### src/rtl/wfts_pkg.sv
package wfts_pkg;

    localparam int TIME_W  = 24;
    localparam int LEAST_W = 20;
    localparam int RATE_W  = 28;
    localparam int COUNT_W = 48;

    typedef logic [TIME_W-1:0]  t_time;
    typedef logic [LEAST_W-1:0] t_least;
    typedef logic [RATE_W-1:0]  t_rate;
    typedef logic [COUNT_W-1:0] t_count;

    localparam t_least LEAST_START = 20'd1000000;
    localparam t_rate  RATE_NUM    = 28'd256000000;
    localparam t_count COUNT_MAX   = {COUNT_W{1'b1}};

    typedef enum logic [2:0] {
        ST_IDLE,
        ST_SCAN,
        ST_DIV_MEAN,
        ST_LOAD_RATE,
        ST_DIV_RATE,
        ST_DONE
    } t_state;

endpackage

### src/rtl/wfts_in_if.sv
interface wfts_in_if;
    logic                valid;
    logic                ready;
    wfts_pkg::t_time     frame_time_us;

    modport source (output valid, output frame_time_us, input ready);
    modport sink   (input valid, input frame_time_us, output ready);
endinterface

### src/rtl/wfts_out_if.sv
interface wfts_out_if;
    logic                valid;
    logic                ready;
    wfts_pkg::t_time     mean_time_us;
    wfts_pkg::t_least    least_time_us;
    wfts_pkg::t_time     most_time_us;
    wfts_pkg::t_rate     rate_q8;
    wfts_pkg::t_count    frames_seen;

    modport source (
        output valid, output mean_time_us, output least_time_us,
        output most_time_us, output rate_q8, output frames_seen,
        input ready
    );
    modport sink (
        input valid, input mean_time_us, input least_time_us,
        input most_time_us, input rate_q8, input frames_seen,
        output ready
    );
endinterface

### src/rtl/windowed_frame_time_stats.sv
// Sliding-window frame time statistics.
// i_in carries one frame duration in microseconds per word. The block stores
// it in a ring of WINDOW_DEPTH entries and returns one word on o_out with the
// truncated mean, the minimum (capped at one second), the maximum, the rate
// in Q8 frames per second and a 48-bit saturating frame count.
// Work per word: a write into the ring, a scan of the filled entries
// through the ring's registered read port, then two passes of one shared
// restoring divider (one quotient bit per cycle) for sum / filled and
// 256e6 / mean, with a setup step between the passes and a handoff step
// at the end. i_in.ready is high only while the block is idle, so a new
// word is taken only once the last result has been handed to the output
// register.
// The result sits in an output register; a stalled receiver does not stop
// the next word from being taken. A finished result waits in the last step
// until the output register is free.
// Reset empties the window and clears the count and output valid. The ring
// itself is not cleared: only entries written since reset are ever read.
module windowed_frame_time_stats #(
    parameter int WINDOW_DEPTH = 64
) (
    input  logic          i_clk,
    input  logic          i_rst_n,
    wfts_in_if.sink       i_in,
    wfts_out_if.source    o_out
);
    import wfts_pkg::*;

    localparam int ADDR_W = (WINDOW_DEPTH > 1) ? $clog2(WINDOW_DEPTH) : 1;
    localparam int CNT_W  = $clog2(WINDOW_DEPTH + 1);
    localparam int SUM_W  = TIME_W + CNT_W;
    localparam int DIV_W  = (SUM_W > RATE_W) ? SUM_W : RATE_W;
    localparam int STEP_W = $clog2(DIV_W + 1);
    localparam logic [CNT_W-1:0]  DEPTH_CNT = CNT_W'(WINDOW_DEPTH);
    localparam logic [ADDR_W-1:0] LAST_SLOT = ADDR_W'(WINDOW_DEPTH - 1);

    t_time             r_ring [WINDOW_DEPTH];

    t_state            r_state;
    t_state            n_state;
    logic [ADDR_W-1:0] r_slot;
    t_count            r_total;
    t_count            n_total;
    logic [CNT_W-1:0]  r_filled;
    logic [CNT_W-1:0]  r_idx;
    logic              r_rd_vld;
    t_time             r_rd_data;
    logic [SUM_W-1:0]  r_sum;
    t_least            r_least;
    t_time             r_most;
    t_time             r_mean;

    logic [DIV_W-1:0]  r_rem;
    logic [DIV_W-1:0]  r_quo;
    logic [DIV_W-1:0]  r_div;
    logic [STEP_W-1:0] r_step;

    logic              r_out_valid;
    t_time             r_out_mean;
    t_least            r_out_least;
    t_time             r_out_most;
    t_rate             r_out_rate;
    t_count            r_out_count;

    logic              w_accept;
    logic              w_issue;
    logic              w_scan_end;
    logic              w_div_last;
    logic              w_out_free;
    logic [DIV_W:0]    w_shift;
    logic              w_ge;
    logic [DIV_W:0]    w_diff;

    assign w_accept   = i_in.valid && i_in.ready;
    assign w_issue    = (r_idx < r_filled);
    assign w_scan_end = !w_issue && !r_rd_vld;
    assign w_div_last = (r_step == STEP_W'(DIV_W - 1));
    assign w_out_free = !r_out_valid || o_out.ready;
    assign n_total    = (r_total == COUNT_MAX) ? r_total : r_total + 1'b1;

    assign w_shift = {r_rem, r_quo[DIV_W-1]};
    assign w_ge    = (w_shift >= {1'b0, r_div});
    assign w_diff  = w_shift - {1'b0, r_div};

    always_comb begin
        n_state = r_state;
        case (r_state)
            ST_IDLE:      if (w_accept) n_state = ST_SCAN;
            ST_SCAN:      if (w_scan_end) n_state = ST_DIV_MEAN;
            ST_DIV_MEAN:  if (w_div_last) n_state = ST_LOAD_RATE;
            ST_LOAD_RATE: n_state = ST_DIV_RATE;
            ST_DIV_RATE:  if (w_div_last) n_state = ST_DONE;
            ST_DONE:      if (w_out_free) n_state = ST_IDLE;
            default:      n_state = ST_IDLE;
        endcase
    end

    always_comb begin
        i_in.ready = (r_state == ST_IDLE);
    end

    always_ff @(posedge i_clk) begin
        if (!i_rst_n) begin
            r_state <= ST_IDLE;
            r_slot  <= '0;
            r_total <= '0;
        end else begin
            r_state <= n_state;
            if (w_accept) begin
                r_slot  <= (r_slot == LAST_SLOT) ? '0 : r_slot + 1'b1;
                r_total <= n_total;
            end
        end
    end

    always_ff @(posedge i_clk) begin
        if (w_accept) begin
            r_ring[r_slot] <= i_in.frame_time_us;
        end
        if (r_state == ST_SCAN && w_issue) begin
            r_rd_data <= r_ring[r_idx[ADDR_W-1:0]];
        end
    end

    always_ff @(posedge i_clk) begin
        if (!i_rst_n) begin
            r_rd_vld <= 1'b0;
        end else begin
            r_rd_vld <= (r_state == ST_SCAN) && w_issue;
        end
    end

    always_ff @(posedge i_clk) begin
        if (w_accept) begin
            r_filled <= (n_total >= COUNT_W'(WINDOW_DEPTH)) ? DEPTH_CNT
                                                            : n_total[CNT_W-1:0];
            r_idx    <= '0;
            r_sum    <= '0;
            r_least  <= LEAST_START;
            r_most   <= '0;
        end
        if (r_state == ST_SCAN) begin
            if (w_issue) begin
                r_idx <= r_idx + 1'b1;
            end
            if (r_rd_vld) begin
                r_sum <= r_sum + SUM_W'(r_rd_data);
                if (r_rd_data < {{(TIME_W-LEAST_W){1'b0}}, r_least}) begin
                    r_least <= r_rd_data[LEAST_W-1:0];
                end
                if (r_rd_data > r_most) begin
                    r_most <= r_rd_data;
                end
            end
        end
    end

    always_ff @(posedge i_clk) begin
        if (r_state == ST_SCAN && w_scan_end) begin
            r_rem  <= '0;
            r_quo  <= DIV_W'(r_sum);
            r_div  <= DIV_W'(r_filled);
            r_step <= '0;
        end else if (r_state == ST_LOAD_RATE) begin
            r_mean <= r_quo[TIME_W-1:0];
            r_rem  <= '0;
            r_quo  <= DIV_W'(RATE_NUM);
            r_div  <= r_quo;
            r_step <= '0;
        end else if (r_state == ST_DIV_MEAN || r_state == ST_DIV_RATE) begin
            r_rem  <= w_ge ? w_diff[DIV_W-1:0] : w_shift[DIV_W-1:0];
            r_quo  <= {r_quo[DIV_W-2:0], w_ge};
            r_step <= r_step + 1'b1;
        end
    end

    always_ff @(posedge i_clk) begin
        if (!i_rst_n) begin
            r_out_valid <= 1'b0;
        end else if (r_state == ST_DONE && w_out_free) begin
            r_out_valid <= 1'b1;
        end else if (o_out.ready) begin
            r_out_valid <= 1'b0;
        end
    end

    always_ff @(posedge i_clk) begin
        if (r_state == ST_DONE && w_out_free) begin
            r_out_mean  <= r_mean;
            r_out_least <= r_least;
            r_out_most  <= r_most;
            r_out_rate  <= (r_mean == '0) ? '0 : r_quo[RATE_W-1:0];
            r_out_count <= r_total;
        end
    end

    assign o_out.valid         = r_out_valid;
    assign o_out.mean_time_us  = r_out_mean;
    assign o_out.least_time_us = r_out_least;
    assign o_out.most_time_us  = r_out_most;
    assign o_out.rate_q8       = r_out_rate;
    assign o_out.frames_seen   = r_out_count;

    a_rise_from_done: assert property (@(posedge i_clk) disable iff (!i_rst_n)
        $rose(o_out.valid) |-> $past(r_state) == ST_DONE)
        else $error("output valid rose outside the final step");

    a_scan_bound: assert property (@(posedge i_clk) disable iff (!i_rst_n)
        (r_state == ST_SCAN) |-> (r_idx <= r_filled) && (r_filled != '0))
        else $error("scan index beyond filled entries");

    a_least_cap: assert property (@(posedge i_clk) disable iff (!i_rst_n)
        o_out.valid |-> o_out.least_time_us <= LEAST_START)
        else $error("minimum above one second cap");

    a_mean_le_most: assert property (@(posedge i_clk) disable iff (!i_rst_n)
        o_out.valid |-> o_out.mean_time_us <= o_out.most_time_us)
        else $error("mean above maximum");

endmodule
### src/flat_wrapper.sv
// flat-port wrapper written by rule: the top's interface ports become plain ports
module windowed_frame_time_stats_flat import wfts_pkg::*;
#(
    parameter int WINDOW_DEPTH = 64
)
  (i_clk, i_rst_n, i_in_valid, i_in_frame_time_us, i_in_ready, o_out_valid, o_out_mean_time_us, o_out_least_time_us, o_out_most_time_us, o_out_rate_q8, o_out_frames_seen, o_out_ready);
  wfts_in_if i_in_i ();
  wfts_out_if o_out_i ();
  input  logic i_clk;
  input  logic i_rst_n;
  input wire logic [$bits(i_in_i.valid)-1:0] i_in_valid;
  input wire logic [$bits(i_in_i.frame_time_us)-1:0] i_in_frame_time_us;
  output wire logic [$bits(i_in_i.ready)-1:0] i_in_ready;
  output wire logic [$bits(o_out_i.valid)-1:0] o_out_valid;
  output wire logic [$bits(o_out_i.mean_time_us)-1:0] o_out_mean_time_us;
  output wire logic [$bits(o_out_i.least_time_us)-1:0] o_out_least_time_us;
  output wire logic [$bits(o_out_i.most_time_us)-1:0] o_out_most_time_us;
  output wire logic [$bits(o_out_i.rate_q8)-1:0] o_out_rate_q8;
  output wire logic [$bits(o_out_i.frames_seen)-1:0] o_out_frames_seen;
  input wire logic [$bits(o_out_i.ready)-1:0] o_out_ready;
  assign i_in_i.valid = i_in_valid;
  assign i_in_i.frame_time_us = i_in_frame_time_us;
  assign i_in_ready = i_in_i.ready;
  assign o_out_valid = o_out_i.valid;
  assign o_out_mean_time_us = o_out_i.mean_time_us;
  assign o_out_least_time_us = o_out_i.least_time_us;
  assign o_out_most_time_us = o_out_i.most_time_us;
  assign o_out_rate_q8 = o_out_i.rate_q8;
  assign o_out_frames_seen = o_out_i.frames_seen;
  assign o_out_i.ready = o_out_ready;
  windowed_frame_time_stats #(.WINDOW_DEPTH(WINDOW_DEPTH)) u_core (.i_clk(i_clk), .i_rst_n(i_rst_n), .i_in(i_in_i), .o_out(o_out_i));
endmodule
### config.mk
export PLATFORM = sky130hd
export DESIGN_NAME = windowed_frame_time_stats_flat
export DESIGN_NICKNAME = d
export VERILOG_FILES = /design/src/rtl/wfts_pkg.sv /design/src/rtl/wfts_in_if.sv /design/src/rtl/wfts_out_if.sv /design/src/rtl/windowed_frame_time_stats.sv /design/src/flat_wrapper.sv
export SDC_FILE = /design/constraint.sdc
export NUM_CORES = 2
export LEC_CHECK = 0
export BUFFER_PORTS_ARGS = -buffer_cell sky130_fd_sc_hd__buf_2
export CORE_ASPECT_RATIO = 0.6
export CORE_MARGIN = 2
export CORE_UTILIZATION = 40
export DETAILED_ROUTE_END_ITERATION = 8
export PLACE_DENSITY_LB_ADDON = 0.2
export SYNTH_ARGS = -nofsm -noshare
export SYNTH_HDL_FRONTEND = slang
export SYNTH_SLANG_ARGS = --single-unit
### constraint.sdc
create_clock -name i_clk -period 10.6 [get_ports i_clk]
set_input_delay 1.59 -clock i_clk [delete_from_list [all_inputs] [get_ports i_clk]]
set_output_delay 1.59 -clock i_clk [all_outputs]
set_load 0.1 [all_outputs]
# Word level (Yosys, flattened, before mapping)
# Memory sizes are Yosys's and may differ from the RTL's. A register that Yosys moved wholly into a read port is not among the register bits.
# Cells that the tools add are included.
[totals]
ramBits = 1536
inputBits = 28
n_memories = 1
output_inout_bits = 146
reg_bits = 414
wordCells = 97
[op_classes]
reduce_logical = 18
add_sub_neg = 6
bitwise_logic = 1
magnitude_cmp = 5
n_mux = 32
n_eq_ne = 13
[memory_table]
columns = ["name", "depth", "width", "read_ports", "rd_clocked_by_memory_dff", "wr", "line_no", "rtl"]
rows = [
  ["u_core.r_ring", 64, 24, 1, 1, 1, "windowed_frame_time_stats.sv:36", "t_time r_ring [WINDOW_DEPTH];"],
]
[ops]
columns = ["operator", "n"]
rows = [
  ["2-to-1 mux 31 bit", 7],
  ["2-to-1 mux 24 bit", 4],
  ["2-to-1 mux 20 bit", 4],
  ["adder 48 x 1 -> 48 bit (second input constant)", 1],
  ["== test 48 bit (second input constant)", 1],
  [">= comparator 48 x 7 -> 1 bit (second input constant)", 1],
  ["2-to-1 mux 48 bit", 1],
  ["2-to-1 mux 7 bit", 5],
  [">= comparator 32 x 31 -> 1 bit", 1],
  ["adder 31 x 24 -> 31 bit", 1],
  ["subtractor 31 bit", 1],
  ["> comparator 24 bit", 1],
  ["zero test 24 bit", 1],
  ["less-than comparator 24 x 20 -> 1 bit", 1],
  ["one-hot mux 3 bit (6 select lines)", 1],
  ["2-to-1 mux 3 bit", 5],
  ["!= test 2 x 1 -> 1 bit (second input constant)", 4],
  ["adder 7 x 1 -> 7 bit (second input constant)", 1],
  ["less-than comparator 7 bit", 1],
  ["adder 6 x 1 -> 6 bit (second input constant)", 1],
  ["== test 3 x 2 -> 1 bit (second input constant)", 2],
  ["== test 3 bit (second input constant)", 2],
  ["== test 6 bit (second input constant)", 1],
  ["2-to-1 mux 6 bit", 1],
  ["other kinds (15)", 26],
]

# Logic depth before layout (Yosys ltp)
[logic_depth]
depth_word = 6
ltp_mapped = 13
ltp_nobuf = 12

# Worst setup path after synthesis
# No wires, ideal clock.
[synth_path]
path_kind = "input port to flip-flop"
start = "in o_out_ready"
end = "reg u_core.r_out_count[0], in the netlist u_core.o_out.frames_seen[0], enable pin"
setup_slack_ns = 1.879
arrival_time_ns = 8.056
t_required_ns = 9.935
cell_stages = 2
setup_ns = 0.665
n_path_buf = 0
path_cell_list = "nand2b_1 nor2b_1"
[synth_via]
elab_chain_cells = 2
[synth_lines]
columns = ["item", "line_no", "rtl"]
rows = [
  ["start, declared", "flat_wrapper.sv:20", "input wire logic [$bits(o_out_i.ready)-1:0] o_out_ready;"],
  ["logical OR 1 bit", "windowed_frame_time_stats.sv:77", "assign w_out_free = !r_out_valid || o_out.ready;"],
  ["logical AND 1 bit", "windowed_frame_time_stats.sv:187", "if (r_state == ST_DONE && w_out_free) begin"],
  ["end signal, assigned", "windowed_frame_time_stats.sv:192", "r_out_count <= r_total;"],
  ["end, declared", "windowed_frame_time_stats.sv:62", "t_count r_out_count;"],
]
# Every way passes these cells.
# A chain may end at the register's enable or synchronous reset.

# Worst setup path in the final report
[layout_path]
start = "reg u_core.r_idx[0]"
end = "reg u_core.r_rd_data[18], read port of u_core.r_ring, data pin"
[layout_via]
elab_chain_cells = 2
[layout_lines]
columns = ["item", "line_no", "rtl"]
rows = [
  ["start, declared", "windowed_frame_time_stats.sv:44", "logic [CNT_W-1:0] r_idx;"],
  ["start signal, assigned", "windowed_frame_time_stats.sv:143", "r_idx <= r_idx + 1'b1;"],
  ["less-than comparator 7 bit", "windowed_frame_time_stats.sv:74", "assign w_issue = (r_idx < r_filled);"],
  ["logical AND 1 bit", "windowed_frame_time_stats.sv:119", "if (r_state == ST_SCAN && w_issue) begin"],
  ["end, declared", "windowed_frame_time_stats.sv:46", "t_time r_rd_data;"],
]
# Parallel ways exist; a longest one is shown, timed or not.

==> results.ini <==
[status]
status = complete, but fails checks
violations = capacitance limit, slew limit

[detailed_routing]
post_drt_wl_per_cell_um = 29.4
drt_iter0_markers = 5592
wirelength_um = 226000
via_per_inst = 5.76
firstDrtPassIters = 6
num_vias = 44400
antenna_violating_nets_post_route = 0
drc = 0

[yosys]
async_flop_share = 0
syn_nets = 4810
synth_cells = 4671
synth_edf_count = 1773
yosysTopAreaCell = edfxtp_1
ys_warn_count = 0
netlist_area_um2 = 79700
ys_seq_area_frac = 0.719
synth_common_cells = 1,773 x edfxtp_1, 343 x mux4_2, 257 x nor2_1
yosys.cell_types.count = 76
synthFlopType = edfxtp_1
ys_seq_elements = 1974
synth.area.top_cells = edfxtp_1 67%, mux4_2 9.7%, dfxtp_1 5.1%, mux2i_1 2.4%, ha_1 1.7%
yosysMostFrequentCell = edfxtp_1
synth.avg_cell_area_um2 = 17.1
synth_top_area_share = 0.668

[setup_path]
crit_buf_inv = 3
cp.arrival_ps = 5780
required_ps = 11190
cp-start-kind = flip-flop
r2r_cells = 6
path_max_fanout = 49
timing.critical_path.to_type = flip-flop
r2r-end = u_core.r_rd_data[18]
r2r_slack_ps = 5410
cp_cell_sequence = buf_4 > buf_4 > buf_4 > mux4_2 > mux4_2 > mux4_2
crit_slowest_cell = dfxtp_4
worstSetupPathType = reg2reg
cp_slowest_stage_delay_ps = 880
r2r_start = u_core.r_idx[0]
path_delay_family = buffers and inverters

[power_and_ir_drop]
p_leak_uw = 0.0295
power_uw = 20100
p_per_area_nw_per_um2 = 222
peakVddDrop_v = 0.000167

[placement]
dp.final_hpwl_um = 137000
io_buffers = 173
gp_congestion = 0.848

[sta]
maxSlewViolCount = 2
grt_setup_unrepaired = no
max_freq_ghz = 0.193
finalHoldViolCount = 0
finalClockSkew_ps = 55.6
final.period_utilization = 0.490
period_minus_slack_ps = 5190
fin_tns_setup_ps = 0
maxSlewHeadroom = -0.00855
finalSetupViolations = 0
tightest_slew_ps = 1500

[die]
io_pins = 174
core.rowCount = 126
dieHeight_um = 350
dieArea_um2 = 203000
core_region_area_um2 = 197000
initial_core_util = 0.404
die_w_um = 580

[global_route]
overflow = 0
grt_max_degree = 92
antenna_found_initial = 18
grtUsageTotal = 0.219
grt_pass1_vias = 41800
grt_pass1_wl_um = 318000

[clock_tree]
cts_sinks = 1974
cts_tree = yes
cts_max_path_buffers = 4
hold_buffers = 0
worst_skew_pair.late_latency_ps = 850
cts.htree.levels = 4
cts_buffers = 187
postCtsSetupBuffers = 0
cts-root-buf = clkbuf_16
cts_resized = 0
clk_pin_slew_ps = 70

[job]
cap_violations = 1

[min_path]
min_path_cells = 0
worstHoldStart = u_core.r_most[2]
hp-class = reg2reg
hold_end = u_core.o_out.most_time_us[2]

[layout]
fin_nets = 5064
final_util = 0.458
nFillCells = 16800
register_area_um2 = 57300
drive_gt1_frac = 0.216
area_delta_synth_final_pct = 13.3
multi_input_area_um2 = 21400

==> worst max-delay path by stage <==
stage	slack, ps	depth (start not counted)	from	end
floorplan	1880	2	o_out_ready	u_core.o_out.frames_seen[0]
global placement	4740	9	u_core.r_idx[0]	u_core.r_rd_data[0]
detailed placement	5290	6	u_core.r_idx[0]	u_core.r_rd_data[16]
CTS	5300	6	u_core.r_idx[0]	u_core.r_rd_data[16]
global route	5010	6	u_core.r_idx[0]	u_core.r_rd_data[18]
finish	5410	6	u_core.r_idx[0]	u_core.r_rd_data[18]
==> state kept, by name (all words and copies together) (netlist names), 20 cells and up <==
name                        cells
u_core.r_most                  24
u_core.r_ring                1536
u_core.r_rem                   31
u_core.o_out.frames_seen       48
u_core.r_total                 48
u_core.o_out.least_time_us     20
u_core.o_out.most_time_us      24
u_core.r_div                   31
u_core.o_out.rate_q8           28
u_core.o_out.mean_time_us      24
u_core.r_rd_data               24
u_core.r_mean                  24
u_core.r_quo                   31
u_core.r_sum                   31
u_core.r_least                 20
==> area by class of cell <==
class                      count  share of cell area
sequential                  1974               0.635
multi-input combinational   2343               0.238
clock buffer                 240              0.0564
tap                         2624              0.0364
timing repair buffer         300              0.0204
clock inverter                89             0.00925
inverter                     119             0.00501
antenna                        6            0.000166
==> per-stage QoR <==
stage               cells  hold slack (ps)  setup slack (ps)  cell area [µm²]
global route         7690              443              5010            90200
finish               7695              431              5410            90200
global placement     7356              419              4740            84200
CTS                  7689              430              5300            90200
floorplan            4671              403              1880            79700
detailed placement   7360              420              5290            84300
==> cell families (layout without fill, tap and decap cells) <==
family,Yosys count,in the layout,share of synthesized area
fa+ha+maj,111,111,0.0176
mux,606,606,0.131
simple gates,808,808,0.0478
other cells,0,6,0
xor+xnor,118,118,0.0130
buf+inv,354,748,0.0174
flops,1974,1974,0.719
compound gates,700,700,0.0541
==> worst reg2reg max path: cells and delay by family (launching register included) <==
kind	cells	cell delay (ps)
buf+inv	3	2470
mux	3	1610
flops	1	880
==> metal layers <==
| layer | routed length (µm) | vias to the layer above | GRT usage | part of all wire |
|---|---|---|---|---|
| met2 | 90300 | 1832 | 0.292 | 0.40 |
| li1 | - | 19000 | - | - |
| met5 | 28 | - | 0 | 0.00012 |
| met4 | 3450 | 4 | 0.0395 | 0.015 |
| met3 | 23000 | 235 | 0.0575 | 0.10 |
| met1 | 109000 | 23300 | 0.357 | 0.48 |
==> where the power goes <==
part	total (µW)	switching [µW]	internal, µW
registers	8980	312	8670
logic	4400	2500	1910
clock network	6690	2940	3750
==> cell usage in the layout, fill, tap and decap left out, drive strengths merged, types with 34 or more instances in the layout <==
| cell type | Yosys | layout |
|---|---|---|
| ha | 109 | 109 |
| nor2b | 35 | 35 |
| nand4 | 38 | 38 |
| nor3 | 48 | 48 |
| buf | 74 | 300 |
| mux2i | 191 | 191 |
| clkinv | 2 | 64 |
| o31ai | 34 | 34 |
| xor2 | 52 | 52 |
| nand2 | 232 | 232 |
| dfxtp | 201 | 201 |
| mux4 | 343 | 343 |
| xnor2 | 66 | 66 |
| inv | 117 | 123 |
| o221ai | 52 | 52 |
| edfxtp | 1773 | 1773 |
| a21oi | 217 | 217 |
| a21o | 36 | 36 |
| nand3 | 65 | 65 |
| nor2 | 257 | 257 |
| o21ai | 187 | 187 |
| clkbuf | 161 | 240 |
| o22ai | 53 | 53 |
| mux2 | 72 | 72 |
Note: power is estimated with default switching activity, not from simulation.
